--- src/rtl/oslt_pkg.sv ---
package oslt_pkg;

  // Command classes handed from the front to the back
  typedef enum logic [1:0] {
    CMD_NOP   = 2'd0,  // query whose live state does not match
    CMD_QUERY = 2'd1,  // matching query: refresh or register
    CMD_TICK  = 2'd2   // frame tick: age and free entries
  } cmd_e;

  localparam int unsigned KindW = 2;
  localparam int unsigned CodeW = 9;

  // Command word carried through the queue
  typedef struct packed {
    cmd_e             cmd;
    logic [KindW-1:0] kind;
    logic [CodeW-1:0] code;
    logic             pol;
  } cmd_t;

  // Command queue depth and pointer width
  localparam int unsigned QueueDepth = 2;
  localparam int unsigned QueuePtrW  = 1;

endpackage

--- src/rtl/oslt_front.sv ---
module oslt_front (
  input  logic                         clk_i,
  input  logic                         rst_ni,
  input  logic                         start_i,
  input  logic                         operation_i,
  input  logic [oslt_pkg::KindW-1:0]   device_kind_i,
  input  logic [oslt_pkg::CodeW-1:0]   button_code_i,
  input  logic                         want_pressed_i,
  input  logic                         live_matches_i,
  input  logic                         q_full_i,
  output logic                         busy_o,
  output logic                         push_o,
  output oslt_pkg::cmd_t               push_cmd_o
);
  import oslt_pkg::*;

  logic valid_q, valid_d;
  cmd_t cmd_q, cmd_d;
  logic accept;

  // Hold off the issuer only while the staged word cannot drain
  assign busy_o     = valid_q & q_full_i;
  assign accept     = start_i & ~busy_o;
  assign push_o     = valid_q & ~q_full_i;
  assign push_cmd_o = cmd_q;

  // Classify the incoming word
  always_comb begin
    valid_d = valid_q;
    cmd_d   = cmd_q;
    if (accept) begin
      valid_d   = 1'b1;
      cmd_d.kind = device_kind_i;
      cmd_d.code = button_code_i;
      cmd_d.pol  = want_pressed_i;
      if (operation_i) begin
        cmd_d.cmd = CMD_TICK;
      end else if (live_matches_i) begin
        cmd_d.cmd = CMD_QUERY;
      end else begin
        cmd_d.cmd = CMD_NOP;
      end
    end else if (push_o) begin
      valid_d = 1'b0;
    end
  end

  always_ff @(posedge clk_i or negedge rst_ni) begin
    if (!rst_ni) begin
      valid_q <= 1'b0;
    end else begin
      valid_q <= valid_d;
    end
  end

  // Staged payload, no reset needed
  always_ff @(posedge clk_i) begin
    cmd_q <= cmd_d;
  end

endmodule

--- src/rtl/oslt_queue.sv ---
module oslt_queue (
  input  logic           clk_i,
  input  logic           rst_ni,
  input  logic           push_i,
  input  oslt_pkg::cmd_t push_cmd_i,
  output logic           full_o,
  input  logic           pop_i,
  output logic           empty_o,
  output oslt_pkg::cmd_t pop_cmd_o
);
  import oslt_pkg::*;

  localparam int unsigned CntW = QueuePtrW + 1;

  cmd_t                 mem_q [QueueDepth];
  logic [QueuePtrW-1:0] wr_ptr_q, rd_ptr_q;
  logic [CntW-1:0]      cnt_q;
  logic                 do_push, do_pop;

  assign full_o    = (cnt_q == CntW'(QueueDepth));
  assign empty_o   = (cnt_q == '0);
  assign do_push   = push_i & ~full_o;
  assign do_pop    = pop_i & ~empty_o;
  assign pop_cmd_o = mem_q[rd_ptr_q];

  // Pointers and fill count
  always_ff @(posedge clk_i or negedge rst_ni) begin
    if (!rst_ni) begin
      wr_ptr_q <= '0;
      rd_ptr_q <= '0;
      cnt_q    <= '0;
    end else begin
      if (do_push) begin
        wr_ptr_q <= wr_ptr_q + 1'b1;
      end
      if (do_pop) begin
        rd_ptr_q <= rd_ptr_q + 1'b1;
      end
      if (do_push && !do_pop) begin
        cnt_q <= cnt_q + 1'b1;
      end else if (do_pop && !do_push) begin
        cnt_q <= cnt_q - 1'b1;
      end
    end
  end

  // Storage
  always_ff @(posedge clk_i) begin
    if (do_push) begin
      mem_q[wr_ptr_q] <= push_cmd_i;
    end
  end

endmodule

--- src/rtl/oslt_back.sv ---
module oslt_back #(
  parameter int unsigned TABLE_SLOTS = 16
) (
  input  logic           clk_i,
  input  logic           rst_ni,
  input  logic           q_empty_i,
  input  oslt_pkg::cmd_t q_cmd_i,
  output logic           pop_o,
  output logic           result_valid_o,
  output logic           fired_o,
  output logic           table_full_o
);
  import oslt_pkg::*;

  // Slot storage: one register row per slot
  logic [TABLE_SLOTS-1:0] used_q, used_d;
  logic [TABLE_SLOTS-1:0] stale_q, stale_d;
  logic [KindW-1:0]       kind_q [TABLE_SLOTS];
  logic [CodeW-1:0]       code_q [TABLE_SLOTS];
  logic [TABLE_SLOTS-1:0] pol_q;

  logic [TABLE_SLOTS-1:0] hit;
  logic [TABLE_SLOTS-1:0] ins_sel;
  logic                   any_hit, any_free;
  logic                   do_query, do_tick, do_insert;
  logic                   valid_d, fired_d, full_d;

  // One word per cycle whenever the queue holds one
  assign pop_o     = ~q_empty_i;
  assign do_query  = pop_o & (q_cmd_i.cmd == CMD_QUERY);
  assign do_tick   = pop_o & (q_cmd_i.cmd == CMD_TICK);

  // Parallel match and highest free slot
  always_comb begin
    logic found;
    found   = 1'b0;
    ins_sel = '0;
    for (int i = 0; i < TABLE_SLOTS; i++) begin
      hit[i] = used_q[i] & (kind_q[i] == q_cmd_i.kind) &
               (code_q[i] == q_cmd_i.code) & (pol_q[i] == q_cmd_i.pol);
    end
    for (int i = TABLE_SLOTS - 1; i >= 0; i--) begin
      if (!used_q[i] && !found) begin
        ins_sel[i] = 1'b1;
        found      = 1'b1;
      end
    end
  end

  assign any_hit   = |hit;
  assign any_free  = ~&used_q;
  assign do_insert = do_query & ~any_hit & any_free;

  // Next table flags
  always_comb begin
    used_d  = used_q;
    stale_d = stale_q;
    if (do_tick) begin
      used_d  = used_q & ~stale_q;
      stale_d = stale_q | used_q;
    end else if (do_query) begin
      if (any_hit) begin
        stale_d = stale_q & ~hit;
      end else if (any_free) begin
        used_d  = used_q | ins_sel;
        stale_d = stale_q & ~ins_sel;
      end
    end
  end

  // Result word
  assign valid_d = pop_o;
  assign fired_d = do_insert;
  assign full_d  = do_query & ~any_hit & ~any_free;

  always_ff @(posedge clk_i or negedge rst_ni) begin
    if (!rst_ni) begin
      used_q         <= '0;
      result_valid_o <= 1'b0;
      fired_o        <= 1'b0;
      table_full_o   <= 1'b0;
    end else begin
      used_q         <= used_d;
      result_valid_o <= valid_d;
      fired_o        <= fired_d;
      table_full_o   <= full_d;
    end
  end

  // Entry payload, written on insert only, and the unreset stale flags
  always_ff @(posedge clk_i) begin
    stale_q <= stale_d;
    for (int i = 0; i < TABLE_SLOTS; i++) begin
      if (do_insert && ins_sel[i]) begin
        kind_q[i] <= q_cmd_i.kind;
        code_q[i] <= q_cmd_i.code;
        pol_q[i]  <= q_cmd_i.pol;
      end
    end
  end

endmodule

--- src/rtl/one_shot_input_latch_table.sv ---
// Channel   Direction  Handshake                  Word
// command   in         start_i high, busy_o low   operation, device_kind, button_code,
//                                                 want_pressed, live_matches
// result    out        result_valid_o, 1 cycle    fired, table_full
//
// Every command gives one result. A command is held in the staging register,
// queued (two entries), then run against the slot table and its result
// registered; one command per cycle is sustained while busy_o is low. The
// parallel match over all slots plus write-back sets the pace. busy_o rises
// only when the staging register and the queue are both full. Reset clears
// the slot valid flags at once; no clearing pass. Results cannot be stalled.
module one_shot_input_latch_table #(
  parameter int unsigned TABLE_SLOTS = 16
) (
  input  logic                       clk_i,
  input  logic                       rst_ni,
  input  logic                       start_i,
  output logic                       busy_o,
  input  logic                       operation_i,
  input  logic [oslt_pkg::KindW-1:0] device_kind_i,
  input  logic [oslt_pkg::CodeW-1:0] button_code_i,
  input  logic                       want_pressed_i,
  input  logic                       live_matches_i,
  output logic                       result_valid_o,
  output logic                       fired_o,
  output logic                       table_full_o
);
  import oslt_pkg::*;

  logic push, q_full, q_empty, pop;
  cmd_t push_cmd, pop_cmd;

  // Accept and classify
  oslt_front u_front (
    .clk_i          (clk_i),
    .rst_ni         (rst_ni),
    .start_i        (start_i),
    .operation_i    (operation_i),
    .device_kind_i  (device_kind_i),
    .button_code_i  (button_code_i),
    .want_pressed_i (want_pressed_i),
    .live_matches_i (live_matches_i),
    .q_full_i       (q_full),
    .busy_o         (busy_o),
    .push_o         (push),
    .push_cmd_o     (push_cmd)
  );

  // Decoupling queue
  oslt_queue u_queue (
    .clk_i      (clk_i),
    .rst_ni     (rst_ni),
    .push_i     (push),
    .push_cmd_i (push_cmd),
    .full_o     (q_full),
    .pop_i      (pop),
    .empty_o    (q_empty),
    .pop_cmd_o  (pop_cmd)
  );

  // Slot table and result
  oslt_back #(
    .TABLE_SLOTS (TABLE_SLOTS)
  ) u_back (
    .clk_i          (clk_i),
    .rst_ni         (rst_ni),
    .q_empty_i      (q_empty),
    .q_cmd_i        (pop_cmd),
    .pop_o          (pop),
    .result_valid_o (result_valid_o),
    .fired_o        (fired_o),
    .table_full_o   (table_full_o)
  );

endmodule
--- config.mk ---
export PLATFORM = sky130hd
export DESIGN_NAME = one_shot_input_latch_table
export DESIGN_NICKNAME = d
export VERILOG_FILES = /design/src/rtl/oslt_pkg.sv /design/src/rtl/oslt_front.sv /design/src/rtl/oslt_queue.sv /design/src/rtl/oslt_back.sv /design/src/rtl/one_shot_input_latch_table.sv
export SDC_FILE = /design/constraint.sdc
export NUM_CORES = 1
export LEC_CHECK = 0
export BUFFER_PORTS_ARGS = -buffer_cell sky130_fd_sc_hd__buf_4
export CORE_ASPECT_RATIO = 1.25
export CORE_MARGIN = 1
export CORE_UTILIZATION = 63
export DETAILED_ROUTE_END_ITERATION = 6
export PLACE_DENSITY = 0.91
export SYNTH_ARGS = -nofsm -noshare
export SYNTH_HDL_FRONTEND = slang
export SYNTH_HIERARCHICAL = 1
export SYNTH_SLANG_ARGS = --single-unit
--- constraint.sdc ---
create_clock -name clk_i -period 4.78 [get_ports clk_i]
set_clock_uncertainty 0.2 [all_clocks]
set_input_delay 0.239 -clock clk_i [delete_from_list [all_inputs] [get_ports clk_i]]
set_output_delay 0.239 -clock clk_i [all_outputs]
set_load 0.01 [all_outputs]
Word level (Yosys, flattened, before mapping)
Memories as Yosys holds them, arrays and structs flattened.
Cells that the tools add are included.
W data, S select, Z words.
Storage, ports and cells
  register bits: 70
  latch bits: 0
  RAM bits: 204
  bits in read-only memories: 0
  bits of input ports: 17
  output and inout port bits: 4
  word-level logic and storage cells: 428
  memories kept: 3
Memory list
  u_back.code_q: depth 16, bits a word 9, rd ports 16, clocked after memory_dff 0, wr ports 1, RTL line oslt_back.sv:19  | logic [CodeW-1:0] code_q [TABLE_SLOTS];
  u_back.kind_q: depth 16, bits a word 2, rd ports 16, clocked after memory_dff 0, wr ports 1, RTL line oslt_back.sv:18  | logic [KindW-1:0] kind_q [TABLE_SLOTS];
  u_queue.mem_q: depth 2, bits a word 14, rd ports 1, clocked after memory_dff 0, wr ports 1, RTL line oslt_queue.sv:15  | cmd_t mem_q [QueueDepth];
Operators by class
  add/sub/neg operators: 4
  multiply operators: 0
  divide/modulo/power cells: 0
  $lt $le $gt $ge: 0
  equality and inequality tests: 54
  shifts and indexed selects: 0
  muxes and demuxes: 167
  bitwise gates (word level): 69
  reduce and logical (&&, ||, !) cells: 102
Operator list (count)
  $eq A9 B9 Y1: 16
  $mux W9: 15
  $reduce_or A9 Y1: 15
  $mux W16: 8
  $mux W4: 30
  $mux W1: 97
  $and A1 B1 Y1: 57
  $and A16 B16 Y16: 3
  $not A16 Y16: 3
  $mux W2: 17
  $logic_and A1 B1 Y1: 33
  $eq A2 B2 Y1: 16
  $or A16 B16 Y16: 2
  $logic_not A1 Y1: 31
  $reduce_or A2 Y1: 15
  $eq A1 B1 Y1: 16
  $reduce_and A16 Y1: 1
  $reduce_or A16 Y1: 1
  $reduce_bool A2 Y1: 3
  $eq A2 B2 Y1 const B: 2
  $not A1 Y1: 4
  $ne A3 B1 Y1 const B: 1
  $reduce_and A3 Y1: 1
  $add A1 B1 Y1 const B: 2
  other kinds (7): 7

Depth between registers and ports, before layout
  depth in word-level cells: 63
  gate-level depth with buffers: 13
  mapped depth without buffers: 9

Modules after synthesis
The synthesis kept the hierarchy.
By module, submodules not included
  oslt_back: times used 1, cells an instance 717, area an instance 10373.7 µm²
  oslt_queue: times used 1, cells an instance 63, area an instance 1260.0 µm²
  oslt_front: times used 1, cells an instance 20, area an instance 479.2 µm²

Worst setup path before layout
No wires, ideal clock.
  path type: register to register
  from: register u_queue.rd_ptr_q
  to: register u_back.stale_q[0] (enable)
  setup time: 0.417 ns
  arrival time: 3.669 ns
  data required time: 4.163 ns
  setup slack: 0.494 ns
  cell stages (with the launch flop): 13
  clock period less this slack: 4.286 ns
  cell sequence: dfrtp_1 > buf_6 > buf_12 > mux2_4 > buf_4 > buf_12 > xnor2_1 > nand4_1 > nor4_1 > nor4_1 > and4_2 > clkbuf_1 > a221oi_1
RTL lines
  from (decl): RTL line oslt_queue.sv:16  | logic [QueuePtrW-1:0] wr_ptr_q, rd_ptr_q;
  from (signal assigned): RTL line oslt_queue.sv:37  | rd_ptr_q <= rd_ptr_q + 1'b1;
  to (signal assigned): RTL line oslt_back.sv:92  | stale_q <= stale_d;
  to (decl): RTL line oslt_back.sv:17  | logic [TABLE_SLOTS-1:0] stale_q, stale_d;

==> key figures <==
Detailed routing
  • DR WL/cell: 23.2 µm
  • Post-route antenna net violation count: 0
  • DR vias: 6853
  • Drt total wl: around 25000 µm
  • Via density: ~6.2
  • DR DRC count: 0
  • DRT Pass-1 Iters: 5
  • Drt initial violations: 634

Power
  • P per Cell Area: about 590 nW/µm²
  • Max VDD drop: about 0.00066 V
  • Leak: 0.00420 µW

Synth
  • Warnings from Yosys: 6
  • Cell variety after synth: 47
  • Synth Cell Area: ~12000 µm²
  • Seq cells post-synth: approximately 270
  • Avg Inst Size Synth: around 15 µm²
  • Sequential area share after synthesis: between 60% and 70%
  • Cell count after synthesis: 800
  • Async set-reset flop share out of synthesis: a little under 9%
  • Syn nets: 818
  • Top_reg_cell synth: edfxtp_1
  • EDFF count, synth: 250

GRT
  • Gr ovfl total: 0
  • Antenna violations before repair: 0
  • Gr usage total: about a quarter
  • Vias in the first global route: 7048
  • Global-route wire length before repair: roughly 39000 µm
  • Largest net degree at the start of global routing: 34

Setup path
  • WP data arrival: approximately 4.2 ns
  • Bufs and invs on worst path: 2
  • Critical-path cell list: buf_4, mux2_4, xnor2_1, nand4_1, nor4_1, buf_4, nor4_1, nand4_2, nor4_2
  • Register-to-register setup slack: 0.53 ns
  • CP delay by family, top: simple AND/OR/NAND/NOR gates
  • Crit start category: flop
  • Critical path class: flop to flop
  • WP data required: between 4 and 5 ns
  • Critical-path top delay cell: nor4_2
  • Crit Path Max Fanout: 32
  • Type of destination of the critical path: flop
  • Largest stage delay, worst path: ~1.1 ns

Clock tree
  • Clock Pin Slew Worst Setup and Hold Paths: around 0.06 ns
  • Post-CTS resize count: 0
  • Post-CTS setup buffers: 0
  • Clock Sinks: around 270
  • TritonCTS clock tree: built
  • Total CTS buffers: 26
  • CTS H-tree depth: 1
  • Clk_lat worst skew: between 0.5 and 0.6 ns
  • Cts hold-fix bufs: 18
  • CTS Buffer Depth: 3
  • CTS Root Buffer Type: clkbuf_16

Job
  • MaxCap Viol Count: 0

Finish
  • Area Overhead vs Synth: 9.92%
  • Most frequent cells in the layout: edfxtp_1, xnor2_1, buf_4, nand2_1, nand4_1
  • Fill count: about 1.1k
  • Nets: 867
  • Fin util: between 70% and 80%
  • Layout cells sized above 1: 14.2%
  • ANT cells: 0
  • Commonest non-fill, non-tap cell in the layout: edfxtp_1

STA
  • Setup violations, final: 0
  • Worst setup margin: 0.534 ns
  • Hold Fails Final Rpt: 0
  • Tmin final: about 4.2 ns
  • Worst Tran Pin Value: approximately 1.4 ns
  • Slew Limit Fails: 0
  • Setup TNS: 0 ns
  • Max Freq: 0.236 GHz
  • Unrepaired setup endpoints after global routing: false
  • Rel. slew slack: 7.50%
  • WHS: 0.228 ns
  • Final cycle utilization of the critical path: about nine tenths

Placed design
  • Dpl ws: 0.671 ns
  • GP Congestion: about 0.8
  • Port Buf Inserts: 20
  • HPWL after DPL: between 10000 and 15000 µm

Floorplan
  • Ports: 21
  • Core area: between 15000 and 20000 µm²
  • DIE HEIGHT: 157 µm
  • Row count: 56
  • Die width: 126 µm
  • Die Area: a little under 20000 µm²
  • Starting Density: between 60 and 70%

Status
  • Outcome: finished, final reports clean

Hold path
  • Hold crit path type: input pin to flop
-- through the flow --
step	instances	total power, µW	cell area, µm²
3_5_place_dp	1035	5760	12300
3_3_place_gp	1035	5630	12300
6_report	1098	7790	13300
5_1_grt	1098	8070	13300
2_1_floorplan	800	5410	12100
4_1_cts	1098	7780	13300
-- per-layer routing --
layer  GRT usage, %  part of all wire (%)
met2           48.5                    54
met3           3.60                   6.0
met5              0                     0
met1           30.0                    35
met4           13.5                   5.1
-- Yosys cell counts, drive strengths merged, types with 14 or more instances --
library cell | n | area share (%)
a21oi | 15 | 0.62
nand4 | 34 | 1.8
xnor2 | 195 | 14
nand3 | 23 | 0.95
nand2 | 45 | 1.4
o21ai | 23 | 0.95
nor4 | 35 | 2.5
mux2 | 14 | 1.6
dfrtp | 24 | 5.0
edfxtp | 250 | 62
buf | 36 | 3.7
-- cell families after synthesis --
group / after synthesis / share of synthesized area (%)
DFF: 274 / 66.9
adders and majority gates: 1 / 0.103
AOI/OAI and AO/OA: 68 / 3.64
muxes: 14 / 1.58
xor gates and xnor gates: 197 / 14.2
buffers and inverters: 57 / 4.37
and+or+nand+nor: 189 / 9.13
-- path summary, 6_finish.rpt --
kind                                                 start                               to  depth (start not counted)
max in group asynchronous                           rst_ni    u_back/used_q[12]$_DFFE_PN0P_                          4
min reg2reg                u_front/push_cmd_o[8]$_DFFE_PP_    u_queue/mem_q[0][8]$_DFFE_PP_                          0
max                           u_queue/rd_ptr_q$_DFFE_PN0P_   u_back/code_q[0][54]$_DFFE_PP_                          9
min                                       button_code_i[7]  u_front/push_cmd_o[8]$_DFFE_PP_                          2
min in group asynchronous                           rst_ni      u_front/valid_q$_DFFE_PN0P_                          4
max reg2reg                   u_queue/rd_ptr_q$_DFFE_PN0P_   u_back/code_q[0][54]$_DFFE_PP_                          9
-- where the power goes --
part | leakage (µW) | internal, µW | total [µW] | switching, µW
combinational | 0.00125 | 899 | 2460 | 1560
sequential | 0.00256 | 3180 | 3340 | 166
clock | 0.000394 | 1160 | 1990 | 830
total | 0.00420 | 5230 | 7790 | 2550
-- registers in the layout, indices dropped and copies added, names as in the netlist --
signal                 cells
u_back/stale_q            16
u_back/kind_q             32
u_back/used_q             16
u_front/push_cmd_o        14
u_queue/cnt_q              2
u_back/fired_o             1
u_queue/wr_ptr_q           1
u_back/code_q            144
u_back/result_valid_o      1
u_front/valid_q            1
u_back/pol_q              16
u_queue/rd_ptr_q           1
u_queue/mem_q             28
u_back/table_full_o        1
-- final cells by class --
| cell class | count | area (µm²) | share of cell area, % |
|---|---|---|---|
| Tap cell | 232 | 290 | 2.18 |
| Clock buffer | 38 | 727 | 5.46 |
| Timing Repair Buffer | 66 | 551 | 4.13 |
| Inverter | 12 | 45.0 | 0.338 |
| Multi-Input combinational cell | 469 | 3500 | 26.3 |
| Sequential cell | 274 | 8110 | 60.9 |
| Clock inverter | 7 | 90.1 | 0.677 |
-- worst register-to-register path: stages, from the launching register on --
cell and delay, ns:
dfrtp_1 0.50, buf_4 0.28, mux2_4 0.51, xnor2_1 0.25, nand4_1 0.14, nor4_1 0.11
buf_4 0.16, nor4_1 0.41, nand4_2 0.22, nor4_2 1.06
No activity file was read; power rests on OpenSTA's default activity.
